<file path="config.mk">
export PLATFORM = sky130hd
export DESIGN_NAME = sensor_gated_coil_sequencer
export DESIGN_NICKNAME = d
export VERILOG_FILES = /design/src/sv/sgcs_pkg.sv /design/src/sv/sgcs_step.sv /design/src/sv/sensor_gated_coil_sequencer.sv
export SDC_FILE = /design/constraint.sdc
export NUM_CORES = 1
export LEC_CHECK = 0
export BUFFER_PORTS_ARGS = -buffer_cell sky130_fd_sc_hd__buf_4
export CAP_MARGIN = 20
export CORE_ASPECT_RATIO = 1.5
export CORE_MARGIN = 3
export CORE_UTILIZATION = 66
export DETAILED_ROUTE_END_ITERATION = 8
export GPL_TIMING_DRIVEN = 0
export PLACE_DENSITY_LB_ADDON = 0.1
export SLEW_MARGIN = 20
export SYNTH_ARGS = -nofsm -noshare
export SYNTH_HDL_FRONTEND = slang
export SYNTH_SLANG_ARGS = --single-unit
</file>
<file path="constraint.sdc">
create_clock -name i_clk -period 17.2 [get_ports i_clk]
set_input_delay 4.3 -clock i_clk [delete_from_list [all_inputs] [get_ports i_clk]]
set_output_delay 4.3 -clock i_clk [all_outputs]
set_load 0.02 [all_outputs]
</file>
<file path="src/sv/sgcs_pkg.sv">
// sgcs_pkg: types, register codes and reset constants for the
// sensor gated coil sequencer; no dependencies
`default_nettype none

package sgcs_pkg;

    // fixed field widths
    localparam int CH_MAX      = 4;
    localparam int CH_W        = 2;
    localparam int CUTOFF_W    = 10;
    localparam int SCALE_W     = 8;
    localparam int TICK_W      = 8;
    localparam int SENSE_W     = 9;
    localparam int CFG_IDX_W   = 3;
    localparam int CFG_DATA_W  = 10;
    localparam int OUT_FIELD_W = CH_MAX + 2 + CH_W + SENSE_W + TICK_W;
    localparam int OUT_W       = ((OUT_FIELD_W + 7) / 8) * 8;

    // default module parameters
    localparam int NUM_CHANNELS_DEF = 4;
    localparam int SAMPLE_BITS_DEF  = 10;

    // register reset values
    localparam logic [CUTOFF_W-1:0] CUTOFF_RESET = 10'd500;
    localparam logic [SCALE_W-1:0]  SCALE_RESET  = 8'd16;
    localparam logic [TICK_W-1:0]   MIN_ON_RESET = 8'd0;
    localparam logic [TICK_W-1:0]   MAX_ON_RESET = 8'd70;

    // register indexes
    localparam logic [CFG_IDX_W-1:0] CFG_CUTOFF0 = 3'd0;
    localparam logic [CFG_IDX_W-1:0] CFG_CUTOFF1 = 3'd1;
    localparam logic [CFG_IDX_W-1:0] CFG_CUTOFF2 = 3'd2;
    localparam logic [CFG_IDX_W-1:0] CFG_CUTOFF3 = 3'd3;
    localparam logic [CFG_IDX_W-1:0] CFG_SCALE   = 3'd4;
    localparam logic [CFG_IDX_W-1:0] CFG_MIN_ON  = 3'd5;
    localparam logic [CFG_IDX_W-1:0] CFG_MAX_ON  = 3'd6;

    typedef enum logic [1:0] {
        PH_ARMING    = 2'd0,
        PH_SCANNING  = 2'd1,
        PH_MEASURING = 2'd2,
        PH_FIRING    = 2'd3
    } t_phase;

    typedef struct packed {
        logic [CH_MAX-1:0][CUTOFF_W-1:0] cutoff;
        logic [SCALE_W-1:0]              scale;
        logic [TICK_W-1:0]               min_on;
        logic [TICK_W-1:0]               max_on;
    } t_cfg;

    typedef struct packed {
        t_phase             mode;
        logic [CH_W-1:0]    channel;
        logic [SENSE_W-1:0] elapsed;
        logic [TICK_W-1:0]  remaining;
        logic [SENSE_W-1:0] last_sense;
        logic [TICK_W-1:0]  last_pulse;
    } t_state;

    typedef struct packed {
        logic [CH_MAX-1:0]  coil_drive;
        logic [1:0]         phase;
        logic [CH_W-1:0]    active_channel;
        logic [SENSE_W-1:0] sense_ticks;
        logic [TICK_W-1:0]  pulse_ticks;
    } t_result;

endpackage

`default_nettype wire

</file>
<file path="src/sv/sgcs_step.sv">
// sgcs_step: one tick of the sequencer, next state and result from the
// current state, the registered samples and the configuration; uses sgcs_pkg
`default_nettype none

module sgcs_step
    import sgcs_pkg::*;
#(
    parameter int NUM_CHANNELS = NUM_CHANNELS_DEF,
    parameter int SAMPLE_BITS  = SAMPLE_BITS_DEF
) (
    input  wire t_state                            i_state,
    input  wire t_cfg                              i_cfg,
    input  wire logic [CH_MAX-1:0][SAMPLE_BITS-1:0] i_sample,
    output t_state                                 o_state,
    output t_result                                o_result
);

    localparam int CMP_W  = (SAMPLE_BITS > CUTOFF_W) ? SAMPLE_BITS : CUTOFF_W;
    localparam int PROD_W = SENSE_W + SCALE_W;
    localparam int FRAC_W = 4;
    localparam logic [CH_W-1:0] LAST_CH = CH_W'(NUM_CHANNELS - 1);

    logic [CH_MAX-1:0]       w_below;
    logic [PROD_W-1:0]       w_prod;
    logic [PROD_W-FRAC_W-1:0] w_pulse_raw;
    logic [PROD_W-FRAC_W-1:0] w_pulse_lo;
    logic [TICK_W-1:0]       w_pulse;
    logic [CH_W-1:0]         w_next_ch;

    // per channel trigger flags, unused channels never trigger
    always_comb begin
        for (int c = 0; c < CH_MAX; c++) begin
            w_below[c] = (c < NUM_CHANNELS) &&
                         (CMP_W'(i_sample[c]) < CMP_W'(i_cfg.cutoff[c]));
        end
    end

    // pulse length: scaled count, raised to min then lowered to max
    always_comb begin
        w_prod      = PROD_W'(i_state.elapsed) * PROD_W'(i_cfg.scale);
        w_pulse_raw = w_prod[PROD_W-1:FRAC_W];
        w_pulse_lo  = (w_pulse_raw < (PROD_W-FRAC_W)'(i_cfg.min_on)) ?
                      (PROD_W-FRAC_W)'(i_cfg.min_on) : w_pulse_raw;
        w_pulse     = (w_pulse_lo > (PROD_W-FRAC_W)'(i_cfg.max_on)) ?
                      i_cfg.max_on : w_pulse_lo[TICK_W-1:0];
    end

    assign w_next_ch = (i_state.channel >= LAST_CH) ? '0 : i_state.channel + 1'b1;

    // next state
    always_comb begin
        logic            found;
        logic [CH_W-1:0] found_ch;
        found    = 1'b0;
        found_ch = '0;
        o_state  = i_state;
        unique case (i_state.mode)
            PH_ARMING: begin
                if (w_below == '0) begin
                    o_state.mode    = PH_SCANNING;
                    o_state.channel = '0;
                end
            end
            PH_SCANNING: begin
                // first triggered channel at or above the scan position
                for (int c = 0; c < CH_MAX; c++) begin
                    if (!found && (c >= int'(i_state.channel)) && w_below[c]) begin
                        found    = 1'b1;
                        found_ch = CH_W'(c);
                    end
                end
                if (found) begin
                    o_state.mode    = PH_MEASURING;
                    o_state.channel = found_ch;
                    o_state.elapsed = '0;
                end else begin
                    o_state.channel = '0;
                end
            end
            PH_MEASURING: begin
                if (w_below[i_state.channel] &&
                    (i_state.elapsed <= SENSE_W'(i_cfg.max_on))) begin
                    o_state.elapsed = i_state.elapsed + 1'b1;
                end else begin
                    o_state.last_sense = i_state.elapsed;
                    o_state.last_pulse = w_pulse;
                    if (w_pulse == '0) begin
                        o_state.mode    = PH_SCANNING;
                        o_state.channel = w_next_ch;
                    end else begin
                        o_state.mode      = PH_FIRING;
                        o_state.remaining = w_pulse;
                    end
                end
            end
            PH_FIRING: begin
                if (i_state.remaining <= TICK_W'(1)) begin
                    o_state.remaining = '0;
                    o_state.mode      = PH_SCANNING;
                    o_state.channel   = w_next_ch;
                end else begin
                    o_state.remaining = i_state.remaining - 1'b1;
                end
            end
            default: begin
                o_state = i_state;
            end
        endcase
    end

    // result fields, coil driven whenever the tick leaves the block firing
    always_comb begin
        o_result.coil_drive     = (o_state.mode == PH_FIRING) ?
                                  (CH_MAX'(1) << o_state.channel) : '0;
        o_result.phase          = o_state.mode;
        o_result.active_channel = o_state.channel;
        o_result.sense_ticks    = o_state.last_sense;
        o_result.pulse_ticks    = o_state.last_pulse;
    end

endmodule

`default_nettype wire

</file>
<file path="src/sv/sensor_gated_coil_sequencer.sv">
// sensor_gated_coil_sequencer: top level with input register, config
// registers, sequencer state and result register; uses sgcs_pkg, sgcs_step
`default_nettype none

// channel    direction  handshake                     payload
// s_axis     in         s_axis_tvalid/s_axis_tready   four samples per tick
// m_axis     out        m_axis_tvalid/m_axis_tready   one status result per tick
// cfg        in         i_cfg_we                      register index and value
//
// one request accepted per clock while s_axis_tready is high; a request moves
// through the input register, then the result register, set by the single step unit
// synchronous active low reset restores register defaults and arming state
// a stalled result holds in the result register while the next request waits
// in the input register; s_axis_tready drops only when both are full

module sensor_gated_coil_sequencer
    import sgcs_pkg::*;
#(
    parameter int NUM_CHANNELS = NUM_CHANNELS_DEF,
    parameter int SAMPLE_BITS  = SAMPLE_BITS_DEF
) (
    input  wire logic                  i_clk,
    input  wire logic                  i_rst_n,
    // config write port
    input  wire logic                  i_cfg_we,
    input  wire logic [CFG_IDX_W-1:0]  i_cfg_idx,
    input  wire logic [CFG_DATA_W-1:0] i_cfg_data,
    // input stream
    input  wire logic                  s_axis_tvalid,
    output logic                       s_axis_tready,
    // sample_ch0, sample_ch1, sample_ch2, sample_ch3, zero fill
    input  wire logic [((CH_MAX*SAMPLE_BITS+7)/8)*8-1:0] s_axis_tdata,
    // output stream
    output logic                       m_axis_tvalid,
    input  wire logic                  m_axis_tready,
    // coil_drive, phase, active_channel, sense_ticks, pulse_ticks, zero fill
    output logic [OUT_W-1:0]           m_axis_tdata
);

    logic                               r_in_valid;
    logic [CH_MAX-1:0][SAMPLE_BITS-1:0] r_sample;
    t_cfg                               r_cfg;
    t_state                             r_state;
    logic                               r_out_valid;
    t_result                            r_out;

    t_state  n_state;
    t_result w_result;
    logic    w_advance;

    assign w_advance     = r_in_valid && (!r_out_valid || m_axis_tready);
    assign s_axis_tready = !r_in_valid || w_advance;

    // input register
    always_ff @(posedge i_clk) begin
        if (!i_rst_n) begin
            r_in_valid <= 1'b0;
        end else if (s_axis_tready) begin
            r_in_valid <= s_axis_tvalid;
        end
    end

    always_ff @(posedge i_clk) begin
        if (s_axis_tvalid && s_axis_tready) begin
            for (int c = 0; c < CH_MAX; c++) begin
                r_sample[c] <= s_axis_tdata[c*SAMPLE_BITS +: SAMPLE_BITS];
            end
        end
    end

    // config registers
    always_ff @(posedge i_clk) begin
        if (!i_rst_n) begin
            for (int c = 0; c < CH_MAX; c++) begin
                r_cfg.cutoff[c] <= CUTOFF_RESET;
            end
            r_cfg.scale  <= SCALE_RESET;
            r_cfg.min_on <= MIN_ON_RESET;
            r_cfg.max_on <= MAX_ON_RESET;
        end else if (i_cfg_we) begin
            case (i_cfg_idx)
                CFG_CUTOFF0: r_cfg.cutoff[0] <= i_cfg_data;
                CFG_CUTOFF1: r_cfg.cutoff[1] <= i_cfg_data;
                CFG_CUTOFF2: r_cfg.cutoff[2] <= i_cfg_data;
                CFG_CUTOFF3: r_cfg.cutoff[3] <= i_cfg_data;
                CFG_SCALE:   r_cfg.scale     <= i_cfg_data[SCALE_W-1:0];
                CFG_MIN_ON:  r_cfg.min_on    <= i_cfg_data[TICK_W-1:0];
                CFG_MAX_ON:  r_cfg.max_on    <= i_cfg_data[TICK_W-1:0];
                default: begin
                end
            endcase
        end
    end

    // tick evaluation
    sgcs_step #(
        .NUM_CHANNELS (NUM_CHANNELS),
        .SAMPLE_BITS  (SAMPLE_BITS)
    ) u_step (
        .i_state  (r_state),
        .i_cfg    (r_cfg),
        .i_sample (r_sample),
        .o_state  (n_state),
        .o_result (w_result)
    );

    // sequencer state, updated as each tick moves to the result register
    always_ff @(posedge i_clk) begin
        if (!i_rst_n) begin
            r_state <= '{mode: PH_ARMING, default: '0};
        end else if (w_advance) begin
            r_state <= n_state;
        end
    end

    // result register
    always_ff @(posedge i_clk) begin
        if (!i_rst_n) begin
            r_out_valid <= 1'b0;
        end else if (w_advance) begin
            r_out_valid <= 1'b1;
        end else if (m_axis_tready) begin
            r_out_valid <= 1'b0;
        end
    end

    always_ff @(posedge i_clk) begin
        if (w_advance) begin
            r_out <= w_result;
        end
    end

    assign m_axis_tvalid = r_out_valid;
    assign m_axis_tdata  = {(OUT_W - OUT_FIELD_W)'(0),
                            r_out.pulse_ticks,
                            r_out.sense_ticks,
                            r_out.active_channel,
                            r_out.phase,
                            r_out.coil_drive};

endmodule

`default_nettype wire
</file>
==> results.cfg, run 1 <==
[timing]
fin_ws_ns = 7.35
timing.clock.skew_ns = 0.0172
maxClockFrequency_mhz = 101
period_minus_slack_ns = 9.85
timing.final.crit_share_pct = 57.3
slew_violations = 0
report.final.setup_viol = 0
fin_tns_setup_ns = 0
transition_time_of_the_tightest_slew_check_pin_ns = 0.794
hold_viol_final = 0
setup_repair_after_global_routing_missed_its_margin = false
slew-limit-headroom_pct = 46.7

[cts]
clkLatencyLatePin_ns = 0.44
cts_inserted_buffers = 17
post_cts_resize_count = 0
cts_setup_buffers = 0
cts_tree = done
ctsHoldBuffers = 0
numClockSinks = 169
cts-htree-levels = 4
max-clock-path-buffers = 2
root_buffer = sky130_fd_sc_hd__clkbuf_16
clk_pin_slew_ns = 0.08

[job]
timing.max_cap.violations = 0

[detailed_routing]
drtPass1Iterations = 5
routed_wirelength_mm = 26.1
vias = 8902
post_drt_via_cell_ratio = 5.88
drtIter0Drc = 585
route.detailed.drc = 0
route.detailed.wl_per_inst_um = 17.2
ant_nets = 0

[layout]
synthToLayoutAreaGrowth_pct = 14.1
num-nets-final = 1501
antennaDiodeCount = 0
fill_cells = 1136
layout_commonest_cell = sky130_fd_sc_hd__nand2_1
final_layout_size_suffix_gt1_share_pct = 11.9
final_cell_mix = sky130_fd_sc_hd__nand2_1 (176), sky130_fd_sc_hd__inv_1 (121), sky130_fd_sc_hd__dfxtp_1 (104)

[synthesis]
compound_cell_area_share_of_the_yosys_netlist_pct = 12.7
ys_seq_elements = 169
synthArstFlopShare_pct = 0
synth-seq-area-share_pct = 37.3
count_of_flip_flops_with_a_built_in_enable_after_synthesis = 65
avg_cell_area_syn_um2 = 9.11
synth_top_family_by_area = adder cells
synth-xor-area-share_pct = 1.70
synth.area.mux_share_pct = 3.57
synthesis.instances = 1188
synth_area_leaders = sky130_fd_sc_hd__dfxtp_1 (19%), sky130_fd_sc_hd__edfxtp_1 (18%), sky130_fd_sc_hd__ha_1 (12%)
ys.warnings.count = 0
mapped_area_mm2 = 0.0108
synth_cell_type_count = 63
post_synth_fa_ha_maj_area_fraction_pct = 19.7
synthFlopType = sky130_fd_sc_hd__dfxtp_1
synth_largest_type_area_fraction_pct = 19.2
yosys.area_share.simple_pct = 18.7
post-synth-top-area-cell = sky130_fd_sc_hd__dfxtp_1

[setup_path]
crit_path_end_kind = register
setup.reg_to_reg.worst_slack_ns = 7.35
required_time_of_the_worst_setup_path_ns = 17.39
timing.critical_path.fanout_max = 10
setup.worst_path.start_class = register
r2r-start = r_state[26]
critPathSlowestCell = sky130_fd_sc_hd__fa_1
cp_data_arrival_time_ns = 10.04
cp-startpoint = r_state[26]
critical_path_class = reg -> reg
critical_path.max_stage_delay_ns = 0.56

[outcome]
status = finished clean

[hold_path]
classification_of_the_worst_slack_hold_path = reg -> reg
hold_path.startpoint = r_state[1]

[place]
routabilityCongestion = 0.939
dpl.hpwl_mm = 19.6
post-place-ws_ns = 7.54
port_buffers = 84

[floorplan]
horizontal_extent_of_the_die_um = 111
core_region_area_mm2 = 0.0158
io-pin-count = 92
die_h_um = 163
initial_utilization_pct = 68.3
core.rowCount = 56
design.die.area_mm2 = 0.0180

[power]
pwr_density_cell_mw_per_mm2 = 74.4
vdd_drop_max_mv = 0.114
report.power.total_w = 0.000919
leakagePower_nw = 5.58

[global_routing]
grt_max_degree = 36
global_route.usage.total_pct = 29.8
global_route.overflow_total = 0
grt_pass1_vias = 9161
initial_antenna_violation_count = 0
grt_pass1_wl_mm = 43.4
[metrics by stage]
step                hold slack [ns]  std cells  util, %  instance area (um^2)
floorplan                     0.432       1194        -                 10800
global placement              0.442       1481     74.1                 11700
detailed placement            0.447       1482     74.2                 11800
CTS                           0.456       1514     78.0                 12400
global route                  0.484       1514     78.0                 12400
finish                        0.458       1514     78.0                 12400
[worst paths after layout]
check	depth (start not counted)	end
max	35	m_axis_tdata[2]
min	2	r_state[1]
max reg2reg	35	m_axis_tdata[2]
min reg2reg	2	r_state[1]
[sequential cells by signal (all words and copies together) (netlist names)]
name	count
r_state	38
r_sample	40
m_axis_tdata	25
r_cfg	64
r_in_valid	1
m_axis_tvalid	1
[final cells by class]
| class | count | area, um^2 | area share (%) |
|---|---|---|---|
| clock buffers | 17 | 425 | 3.44 |
| plain buffers | 52 | 234 | 1.89 |
| well taps | 203 | 254 | 2.06 |
| multi-input cells | 852 | 6130 | 49.6 |
| clock inverters | 15 | 173 | 1.40 |
| inverters | 121 | 454 | 3.68 |
| flip-flops and latches | 169 | 4030 | 32.7 |
| repair buffers | 85 | 651 | 5.27 |
[kinds of logic (layout without fill, tap and decap cells)]
logic type	Yosys count	count (layout)
xor+xnor	21	21
buf+inv	173	290
other cells	1	7
mux	35	35
simple gates	428	428
flops	169	169
fa+ha+maj	145	145
compound gates	216	216
[cell usage after synthesis (2+ instances only)]
master and instances:
sky130_fd_sc_hd__o311ai_0 2, sky130_fd_sc_hd__a31oi_1 10, sky130_fd_sc_hd__a221o_1 2, sky130_fd_sc_hd__o221ai_1 2, sky130_fd_sc_hd__ha_1 103, sky130_fd_sc_hd__a2111oi_0 7, sky130_fd_sc_hd__o21ai_0 36, sky130_fd_sc_hd__and2_1 61
sky130_fd_sc_hd__and3_1 4, sky130_fd_sc_hd__xnor2_1 8, sky130_fd_sc_hd__nand4_1 12, sky130_fd_sc_hd__edfxtp_1 65, sky130_fd_sc_hd__dfxtp_1 104, sky130_fd_sc_hd__buf_2 6, sky130_fd_sc_hd__mux2i_1 17, sky130_fd_sc_hd__and4_1 2
sky130_fd_sc_hd__mux2_2 16, sky130_fd_sc_hd__nor2b_1 13, sky130_fd_sc_hd__o211ai_1 33, sky130_fd_sc_hd__nand2b_1 17, sky130_fd_sc_hd__o21bai_1 4, sky130_fd_sc_hd__inv_1 121, sky130_fd_sc_hd__a21oi_1 70, sky130_fd_sc_hd__clkbuf_1 38
sky130_fd_sc_hd__fa_1 42, sky130_fd_sc_hd__nor4_1 8, sky130_fd_sc_hd__o22ai_1 8, sky130_fd_sc_hd__nand2_1 176, sky130_fd_sc_hd__nand3_1 14, sky130_fd_sc_hd__a211oi_1 7, sky130_fd_sc_hd__or3_1 3, sky130_fd_sc_hd__o2111ai_1 2
sky130_fd_sc_hd__o21ai_1 6, sky130_fd_sc_hd__o21a_1 9, sky130_fd_sc_hd__a21o_1 3, sky130_fd_sc_hd__nor2_1 80, sky130_fd_sc_hd__a211o_1 3, sky130_fd_sc_hd__nor3_1 30, sky130_fd_sc_hd__xor2_1 13, sky130_fd_sc_hd__buf_4 8
[worst max-delay path, delay by kind of cell, from the launching register on]
kind            cells  cell delay (ns)
compound gates     12             2.80
buf+inv             7             1.21
fa+ha+maj           7             3.16
mux                 1             0.45
flops               1             0.43
simple gates        7             1.32
xor+xnor            1             0.23
[power breakdown]
| group | internal (W) | switching, W |
|---|---|---|
| Clock | 0.000196 | 0.000185 |
| Sequential | 0.000432 | 0.00000774 |
| Combinational | 0.0000383 | 0.0000592 |
[routing by layer]
metal	GRT usage [%]	wire [um]
met3	5.02	1290
met4	13.8	1130
met5	0	0
met2	55.3	13900
met1	33.1	9770
Power figures use the tool's default switching activity.
==> run 2, diff against run 1 <==
CORE_UTILIZATION = 61   (was 66)
clock period = 9.45 ns   (was 17.2 ns; I/O delays follow)
==> run 2 against run 1 <==
Fmax up 8.5%. Clock-buffer cell count up 1. Combinational power up 85%. Clock power up 83%. Sequential cell count unchanged. Critical endpoint unchanged.
==> results.cfg, run 2 (synthesis gave the netlist of run 1 again) <==
[outcome]
status = finished clean

[place]
dpl.cell_count = 1493
routabilityCongestion = 0.945
dpl.hpwl_mm = 19.5
port_buffers = 84

[setup_path]
critical_path_class = reg -> reg
cp_num_buf_inv = 9
required_time_of_the_worst_setup_path_ns = 9.63
cp_data_arrival_time_ns = 9.26
timing.critical_path.fanout_max = 10
setup.reg_to_reg.worst_slack_ns = 0.36
critical-path-top-delay-family = adder cells
r2r-start = r_state[28]
setup.worst_path.start_class = register
critical_path.max_stage_delay_ns = 0.55
crit_path_end_kind = register
cp-startpoint = r_state[28]
critPathSlowestCell = sky130_fd_sc_hd__fa_1

[floorplan]
core.rowCount = 59
horizontal_extent_of_the_die_um = 115
io-pin-count = 92
core_region_area_mm2 = 0.0173
design.die.area_mm2 = 0.0194
die_h_um = 169
initial_utilization_pct = 62.4

[timing]
period_minus_slack_ns = 9.09
fin_tns_setup_ns = 0
slew_violations = 0
hold_viol_final = 0
transition_time_of_the_tightest_slew_check_pin_ns = 0.843
timing.final.crit_share_pct = 96.1
report.final.setup_viol = 0
slew-limit-headroom_pct = 43.4
maxClockFrequency_mhz = 110
timing.clock.skew_ns = 0.0118

[layout]
final_instance_count_excl_fillers = 1526
postLayoutCoreUtil_pct = 71.8
antennaDiodeCount = 0
layout_top_registers = r_cfg x64, r_sample x40, r_state x38
final_cell_mix = sky130_fd_sc_hd__nand2_1 (176), sky130_fd_sc_hd__inv_1 (121), sky130_fd_sc_hd__ha_1 (103)
num-nets-final = 1503
largest_register = r_cfg
largest_reg_flops = 64
final_layout_size_suffix_gt1_share_pct = 13.4
layout_commonest_cell = sky130_fd_sc_hd__nand2_1
synthToLayoutAreaGrowth_pct = 15.1

[power]
leakagePower_nw = 5.64
pwr_density_cell_mw_per_mm2 = 135
report.power.total_w = 0.00168
vdd_drop_max_mv = 0.176

[detailed_routing]
route.detailed.wl_per_inst_um = 16.7
route.detailed.drc = 0
post_drt_via_cell_ratio = 5.73
drtPass1Iterations = 5
drtIter0Drc = 417
routed_wirelength_mm = 25.5
ant_nets = 0
vias = 8740

[global_routing]
initial_antenna_violation_count = 0
global_route.overflow_total = 0
grt_max_degree = 35
grt_pass1_wl_mm = 42.2
grt_pass1_vias = 8897
global_route.usage.total_pct = 27.1

[cts]
clkLatencyLatePin_ns = 0.43
max-clock-path-buffers = 2
cts_inserted_buffers = 17
root_buffer = sky130_fd_sc_hd__clkbuf_16
cts_tree = done
clk_pin_slew_ns = 0.07
ctsHoldBuffers = 0
numClockSinks = 169
cts-htree-levels = 4

[job]
timing.max_cap.violations = 0

[hold_path]
classification_of_the_worst_slack_hold_path = reg -> reg
hold_path.startpoint = r_cfg[45]
## run 2: cell types whose count changed in the layout (fill, tap and decap cells not counted), sizes merged
| cell | previous run | this run |
|---|---|---|
| clkinv | 7 | 3 |
| bufinv | 0 | 1 |
| buf | 99 | 106 |
| inv | 128 | 130 |
| clkbuf | 55 | 51 |
## run 2: path summary, 6_finish.rpt
kind	to	cells after the start
min reg2reg	r_cfg[45]	2
min	r_cfg[45]	2
max reg2reg	m_axis_tdata[2]	37
max	m_axis_tdata[2]	37
## run 2: worst register-to-register path: cells and delay by family (launching register included)
kind | cells | cell delay (ns)
buffers and inverters | 9 | 1.31
adders and majority gates | 7 | 3.11
xor gates and xnor gates | 1 | 0.25
muxes | 1 | 0.08
and+or+nand+nor | 8 | 1.30
DFF | 1 | 0.45
AOI/OAI and AO/OA | 11 | 2.35
## run 2: area by class of cell
| type | instances | area (um^2) |
|---|---|---|
| plain buffers | 50 | 251 |
| clock buffers | 18 | 439 |
| clock inverters | 14 | 151 |
| fillers | 1373 | 4890 |
| inverters | 121 | 454 |
| multi-input cells | 852 | 6160 |
| flip-flops and latches | 169 | 4040 |
| well taps | 213 | 267 |
| repair buffers | 89 | 693 |
## run 2: power breakdown
| group | total (W) | switching (W) | internal [W] |
|---|---|---|---|
| clock network | 0.000697 | 0.000315 | 0.000382 |
| registers | 0.000802 | 0.0000148 | 0.000787 |
| logic | 0.000180 | 0.000107 | 0.0000725 |
## run 2: routing by layer
metal | vias to the layer above | wire [um] | global-route usage (%)
met5 | - | 0 | 0
met1 | 4188 | 10100 | 31.0
met3 | 56 | 928 | 4.53
met2 | 201 | 13800 | 50.2
li1 | 4295 | - | -
met4 | 0 | 739 | 9.86
## run 2: through the flow
stage / hold WS, ns / instance area, um^2 / setup WS [ns]
finish: 0.458 / 12500 / 0.365
global route: 0.481 / 12500 / -0.0297
CTS: 0.458 / 12400 / 0.0275
detailed placement: 0.447 / 11800 / -0.282
global placement: 0.442 / 11700 / -0.242
floorplan: 0.432 / 10800 / 1.20
## run 2: repair_timing
| action | 4_1_cts | 5_1_grt |
|---|---|---|
| pin swaps | 0 | 2 |
| setup endpoints to repair | 16 | 34 |
| gates resized for setup | 7 | 27 |
| setup buffers | 1 | 2 |
==> run 3, diff against run 2 <==
CORE_UTILIZATION = 55   (was 61)
TNS_END_PERCENT = 1   (was not set)
==> run 3 against run 2 <==
Critical path depth did not move. Register-to-register slack improved by 0.12 ns. Combinational power barely moved. Critical endpoint unchanged. Highest routed layer unchanged.
==> results.cfg, run 3 (synthesis gave the netlist of run 1 again) <==
[outcome]
status = finished clean

[layout]
layout_commonest_cell = sky130_fd_sc_hd__nand2_1
largest_reg_flops = 64
final_cell_mix = sky130_fd_sc_hd__nand2_1 (176), sky130_fd_sc_hd__inv_1 (121), sky130_fd_sc_hd__ha_1 (103)
layout.cell_area.non_filler_mm2 = 0.0125
postLayoutCoreUtil_pct = 64.8
num-nets-final = 1502
final_instance_count_excl_fillers = 1568
largest_register = r_cfg
layout_top_registers = r_cfg x64, r_sample x40, r_state x38
antennaDiodeCount = 0
final_layout_size_suffix_gt1_share_pct = 13.2
synthToLayoutAreaGrowth_pct = 15.2

[power]
report.power.total_w = 0.00165
power.combinational.fraction_pct = 10.7
leakagePower_nw = 5.62
pwr_density_cell_mw_per_mm2 = 132
power_frac_seq_pct = 48.7
swShare_pct = 26.6
vdd_drop_max_mv = 0.144
total_switching_power_w = 0.000438
clkPwrFrac_pct = 40.6
internal_power_w = 0.00121

[timing]
hold_viol_final = 0
period_minus_slack_ns = 8.96
report.final.setup_viol = 0
maxClockFrequency_mhz = 112
timing.final.crit_share_pct = 94.9
slew_violations = 0
fin_ws_ns = 0.486
timing.clock.skew_ns = 0.0118
slew-limit-headroom_pct = 49.2
transition_time_of_the_tightest_slew_check_pin_ns = 0.756

[place]
detailed_place.area_mm2 = 0.0118
port_buffers = 84
dpl.hpwl_mm = 19.3
dpl.cell_count = 1536
routabilityCongestion = 0.937
post-place-ws_ns = -0.324

[detailed_routing]
routed_wirelength_mm = 25.0
post_drt_via_cell_ratio = 5.48
ant_nets = 0
drtIter0Drc = 519
route.detailed.drc = 0
vias = 8599
drtPass1Iterations = 6
route.detailed.wl_per_inst_um = 15.9

[cts]
cts-htree-levels = 4
max-clock-path-buffers = 2
clkLatencyLatePin_ns = 0.43
ctsHoldBuffers = 0
root_buffer = sky130_fd_sc_hd__clkbuf_16
numClockSinks = 169
cts_tree = done
cts_inserted_buffers = 17
clk_pin_slew_ns = 0.07

[global_routing]
grt_use_met3_pct = 4.24
grt_busiest_layer = met2
grt_max_degree = 36
global_route.usage.total_pct = 24.0
grt_pass1_wl_mm = 40.9
globalRouteMet1Util_pct = 27.3
global_route.overflow_total = 0
initial_antenna_violation_count = 0
global_route_met2_utilization_pct = 44.6
grt_pass1_vias = 8508

[setup_path]
critical_path.max_stage_delay_ns = 0.55
required_time_of_the_worst_setup_path_ns = 9.64
critical_path_class = reg -> reg
cp_data_arrival_time_ns = 9.15
setup.worst_path.start_class = register
critPathSlowestCell = sky130_fd_sc_hd__fa_1
timing.critical_path.fanout_max = 10
critical-path-top-delay-family = adder cells
cp_num_buf_inv = 8
crit_path_end_kind = register

[floorplan]
io-pin-count = 92
design.die.area_mm2 = 0.0214
die_h_um = 178
core_region_area_mm2 = 0.0192
core.rowCount = 62
initial_utilization_pct = 56.3
horizontal_extent_of_the_die_um = 121

[job]
timing.max_cap.violations = 0

[hold_path]
classification_of_the_worst_slack_hold_path = reg -> reg
-- run 3: cell type report --
class | count | area, um^2
inverters | 121 | 454
well taps | 256 | 320
clock buffers | 18 | 429
flip-flops and latches | 169 | 4040
multi-input cells | 852 | 6160
clock inverters | 14 | 131
fillers | 1694 | 6770
plain buffers | 50 | 246
repair buffers | 88 | 686
-- run 3: worst min-delay path: cells and delay by family, from the launching register on --
| family | cells | cell delay [ns] |
|---|---|---|
| flops | 1 | 0.31 |
| compound gates | 1 | 0.05 |
| simple gates | 1 | 0.05 |
-- run 3: worst paths after layout --
kind	from	end	slack (ns)	cells after the start
min	r_state[1]	r_state[1]	0.46	2
max reg2reg	r_state[26]	m_axis_tdata[2]	0.49	37
max	r_state[26]	m_axis_tdata[2]	0.49	37
min reg2reg	r_state[1]	r_state[1]	0.46	2
-- run 3: per-stage QoR --
step | setup TNS [ns] | hold slack, ns
after floorplan | 0 | 0.432
after detailed placement | -1.95 | 0.450
after global placement | -1.32 | 0.444
final | 0 | 0.458
after global routing | -0.00860 | 0.480
after CTS | 0 | 0.460
-- run 3: power groups by stage --
| stage | Combinational (W) | Sequential (W) | Clock [W] |
|---|---|---|---|
| finish | 0.000177 | 0.000801 | 0.000668 |
| floorplan | 0.0000995 | 0.000821 | 0 |
| detailed placement | 0.000175 | 0.000817 | 0 |
| global placement | 0.000169 | 0.000817 | 0 |
| global route | 0.000197 | 0.000804 | 0.000711 |
| CTS | 0.000176 | 0.000801 | 0.000679 |
-- run 3: metal layers --
| layer | wire length [um] | vias to the layer above |
|---|---|---|
| met2 | 13300 | 175 |
| li1 | - | 4293 |
| met4 | 759 | 0 |
| met1 | 9960 | 4088 |
| met5 | 0 | - |
| met3 | 1020 | 43 |
-- run 3: what timing repair did --
action                                 in CTS  in global routing
resized for setup                          10                 22
setup endpoints to repair                  15                 33
endpoints found under the hold margin       0                  0
setup buffers                               1                  1
pin swaps                                   1                  1
